`config.mk`:
```
export PLATFORM = sky130hd
export DESIGN_NAME = cpuex_ram
export DESIGN_NICKNAME = d
export VERILOG_FILES = /design/src/rtl/assert_macros.svh /design/src/rtl/cpuex_ram.sv
export SDC_FILE = /design/constraint.sdc
export NUM_CORES = 2
export LEC_CHECK = 0
export BUFFER_PORTS_ARGS = -buffer_cell sky130_fd_sc_hd__buf_2
export CAP_MARGIN = 20
export CORE_ASPECT_RATIO = 1.5
export CORE_UTILIZATION = 50
export DETAILED_ROUTE_END_ITERATION = 10
export MAX_ROUTING_LAYER = met4
export PLACE_DENSITY_LB_ADDON = 0.05
export SLEW_MARGIN = 40
export SYNTH_ARGS = -nofsm -noshare
export SYNTH_HDL_FRONTEND = slang
export SYNTH_SLANG_ARGS = --single-unit
```
`constraint.sdc`:
```
create_clock -name aclk -period 2.4 [get_ports aclk]
set_input_delay 0 -clock aclk [delete_from_list [all_inputs] [get_ports aclk]]
set_output_delay 0 -clock aclk [all_outputs]
set_load 0.01 [all_outputs]
```
`src/rtl/assert_macros.svh`:
```
// Assertion macros shared by the RTL modules.
// Each macro expects aclk in the scope where it is used; CHK_RUN also expects aresetn.
`ifndef ASSERT_MACROS_SVH
`define ASSERT_MACROS_SVH

// check outside reset
`define CHK_RUN(label, prop, msg) \
    label: assert property (@(posedge aclk) disable iff (!aresetn) prop) else $error(msg);

// check that also covers reset cycles
`define CHK_ALL(label, prop, msg) \
    label: assert property (@(posedge aclk) prop) else $error(msg);

`endif

```
`src/rtl/cpuex_ram.sv`:
```
// Generic single-port synchronous RAM with registered read data.
// No dependencies.
`timescale 1ns / 1ps
`default_nettype none

module cpuex_ram #(
    parameter int WIDTH = 8,
    parameter int DEPTH = 256
) (
    input  wire logic                     aclk,
    input  wire logic                     en,
    input  wire logic                     we,
    input  wire logic [$clog2(DEPTH)-1:0] addr,
    input  wire logic [WIDTH-1:0]         wdata,
    output logic      [WIDTH-1:0]         rdata
);

    logic [WIDTH-1:0] mem [DEPTH];

    always_ff @(posedge aclk) begin
        if (en) begin
            if (we) begin
                mem[addr] <= wdata;
            end else begin
                rdata <= mem[addr];
            end
        end
    end

endmodule

`default_nettype wire
```
==> out/results.ini <==
[yosys]
synth_compound_area_share_pct = 3.63
syn_inst = 3526
synthSimpleGateAreaFrac_pct = 1.61
synth_top_flop_cell = edfxtp_1
synth_edf_count = 2056
synth.avg_cell_area_um2 = 22.2
synth-seq-cells = 2056
ys.warnings.count = 0
synth_nets = 3545
synth_area_mm2 = 0.0784
yosysSeqAreaShare_pct = 78.8
synth-xor-area-share_pct = 0
synth_cell_types = 21
async_flop_share_pct = 0
synth_adder_area_share_pct = 0
muxShareOfSynthArea_pct = 14.7
synth_top_family_by_area = multiplexers

[final_layout]
register_area_mm2 = 0.0617
final_common_cell = edfxtp_1
n_fill_cell = 11000
nNetsFinal = 4182
fin_util_pct = 59.8
final_cell_mix = 2056 x edfxtp_1, 549 x buf_4, 512 x mux4_2
syn2layout_area_growth_pct = 18.5
drive_gt1_share_pct = 35.5
multi_input_area_mm2 = 0.0162

[outcome]
status = finished clean

[sta]
hold_slack_ns = 0.277
drv_slew = 0
fin_skew_ns = 0.0215
tightestPinTransition_ns = 0.837
slew_headroom_pct = 44.0
worst_slack_ns = 0.0107
fin_crit_sh_pct = 99.6
fmax_mhz = 419
rsz0062_at_grt = true
hold_viol = 0
setup_viol = 0
totalNegativeSetupSlack_ns = 0
fin_crit_ns = 2.39

[drt]
drtIter0Drc = 4085
drt_pass1_iterations = 7
ant_nets = 0
drt-vias-per-instance = 6.15
drt-total-wl_um = 204000
drc_errors = 0
vias = 39100
wl_per_cell_um = 32.0

[cts]
htreeDepth = 4
cts.sinks = 2056
cts_buffer_depth = 3
cts_buffers = 183
cts_root_buf = clkbuf_16
path_clk_slew_ns = 0.07
cts_tree = yes
clock_latency_ns = 0.82

[power_and_ir_drop]
irDropWorstVdd_v = 0.000577
power_density_mw_per_mm2 = 792
p_leak_nw = 29.6
p_total_mw = 73.5

[global_routing]
grt_usage_pct = 27.2
grt_pass1_vias = 41300
grt_first_pass_wirelength_um = 297000
antenna_found_initial = 8
grt_max_degree = 101
grt_overflow = 0

[placed_design]
port_buffers = 26
place.gp.congestion = 0.851
pre_cts_ws_ns = -0.979
hpwl_um = 133000

[floorplan]
die_w_um = 325
die_h_um = 487
ios = 27
start_util_pct = 50.5
core-area_mm2 = 0.155
die_area_mm2 = 0.158
row_count = 177

[min_path]
hp-class = in2reg

[run]
cap_violations = 0

[worst_setup_path]
worstSetupEndpointType = flip-flop
cp.arrival_ns = 2.93
path_max_fanout = 1
worstSetupStartpointType = flip-flop
critPathKind = reg2reg
required_ns = 2.94
reg2reg_setup_slack_ns = 0.01

==> cell families (layout without fill, tap and decap cells) <==
family,after synthesis,in the layout
buffers and inverters,225,1004
other,0,5
AND/OR/NAND/NOR,317,317
flip-flops,2056,2056
multiplexers,512,512
AO/OA/AOI/OAI,416,416
==> critical path, stage by stage, from the launching register on <==
cell	delay, ns
edfxtp_1	0.36
mux4_2	0.48
a22oi_2	0.32
a21oi_2	0.16
o41ai_4	0.48
buf_4	0.21
nand4_1	0.10
==> power breakdown <==
part | total [mW] | switching [mW] | internal [mW]
clock | 30.1 | 12.8 | 17.4
sequential | 39.6 | 0.0246 | 39.5
combinational | 3.78 | 2.26 | 1.52
total | 73.5 | 15.1 | 58.4
==> sequential cells by signal, indices dropped and copies added (netlist names) <==
signal  cells
mem      2048
rdata       8
==> stage by stage <==
stage          cell area (µm²)  std cells
5_1_grt                  92800       6367
6_report                 92800       6368
3_5_place_dp             86100       6021
4_1_cts                  92600       6363
3_3_place_gp             86100       6021
2_1_floorplan            78400       3526
==> cell usage after synthesis, types with 4 or more instances <==
cell type / n / share of area (%)
buf_2: 41 / 0.26
o41ai_1: 32 / 0.36
a22oi_1: 256 / 2.5
buf_6: 9 / 0.13
a21oi_1: 128 / 0.82
clkbuf_1: 143 / 0.68
nor2b_1: 7 / 0.056
buf_1: 21 / 0.10
nor2_1: 259 / 1.2
nand4_1: 8 / 0.064
mux4_2: 512 / 15
nand2_1: 30 / 0.14
edfxtp_1: 2056 / 79
nand3_1: 4 / 0.026
buf_4: 11 / 0.11
==> repair_timing <==
item | 4_1_cts | 5_1_grt
resized for setup | 42 | 35
cloned | 0 | 0
buffers inserted | 0 | 0
pin swaps | 8 | 19
hold buffers | 15 | 0
endpoints found under the setup margin | 8 | 8
endpoints found under the hold margin | 697 | 0
==> layout make-up <==
| type | count | share of cell area [%] |
|---|---|---|
| Antenna cell | 5 | 0.0135 |
| Clock buffer | 217 | 5.23 |
| Multi-Input combinational cell | 1245 | 17.4 |
| Tap cell | 2058 | 2.77 |
| Clock inverter | 110 | 1.34 |
| Sequential cell | 2056 | 66.5 |
| Timing Repair Buffer | 677 | 6.70 |
==> metal layers <==
metal	share of wire, %	GRT usage (%)	vias up	routed length, µm
met5	0	-	-	0
met4	3.1	8.36	0	6420
met3	5.7	3.57	306	11600
met2	52	45.8	1332	107000
met1	39	34.7	21300	79100
li1	-	-	16300	-
==> path summary, 6_finish.rpt <==
path                                  start          end  cells past startpoint
worst max-delay path             mem[95][5]     rdata[5]                      6
worst min-delay path               wdata[2]  mem[118][2]                      2
worst max register to register   mem[95][5]     rdata[5]                      6
worst min register to register  mem[144][0]     rdata[0]                      6
Note: power is estimated with default switching activity, not from simulation.
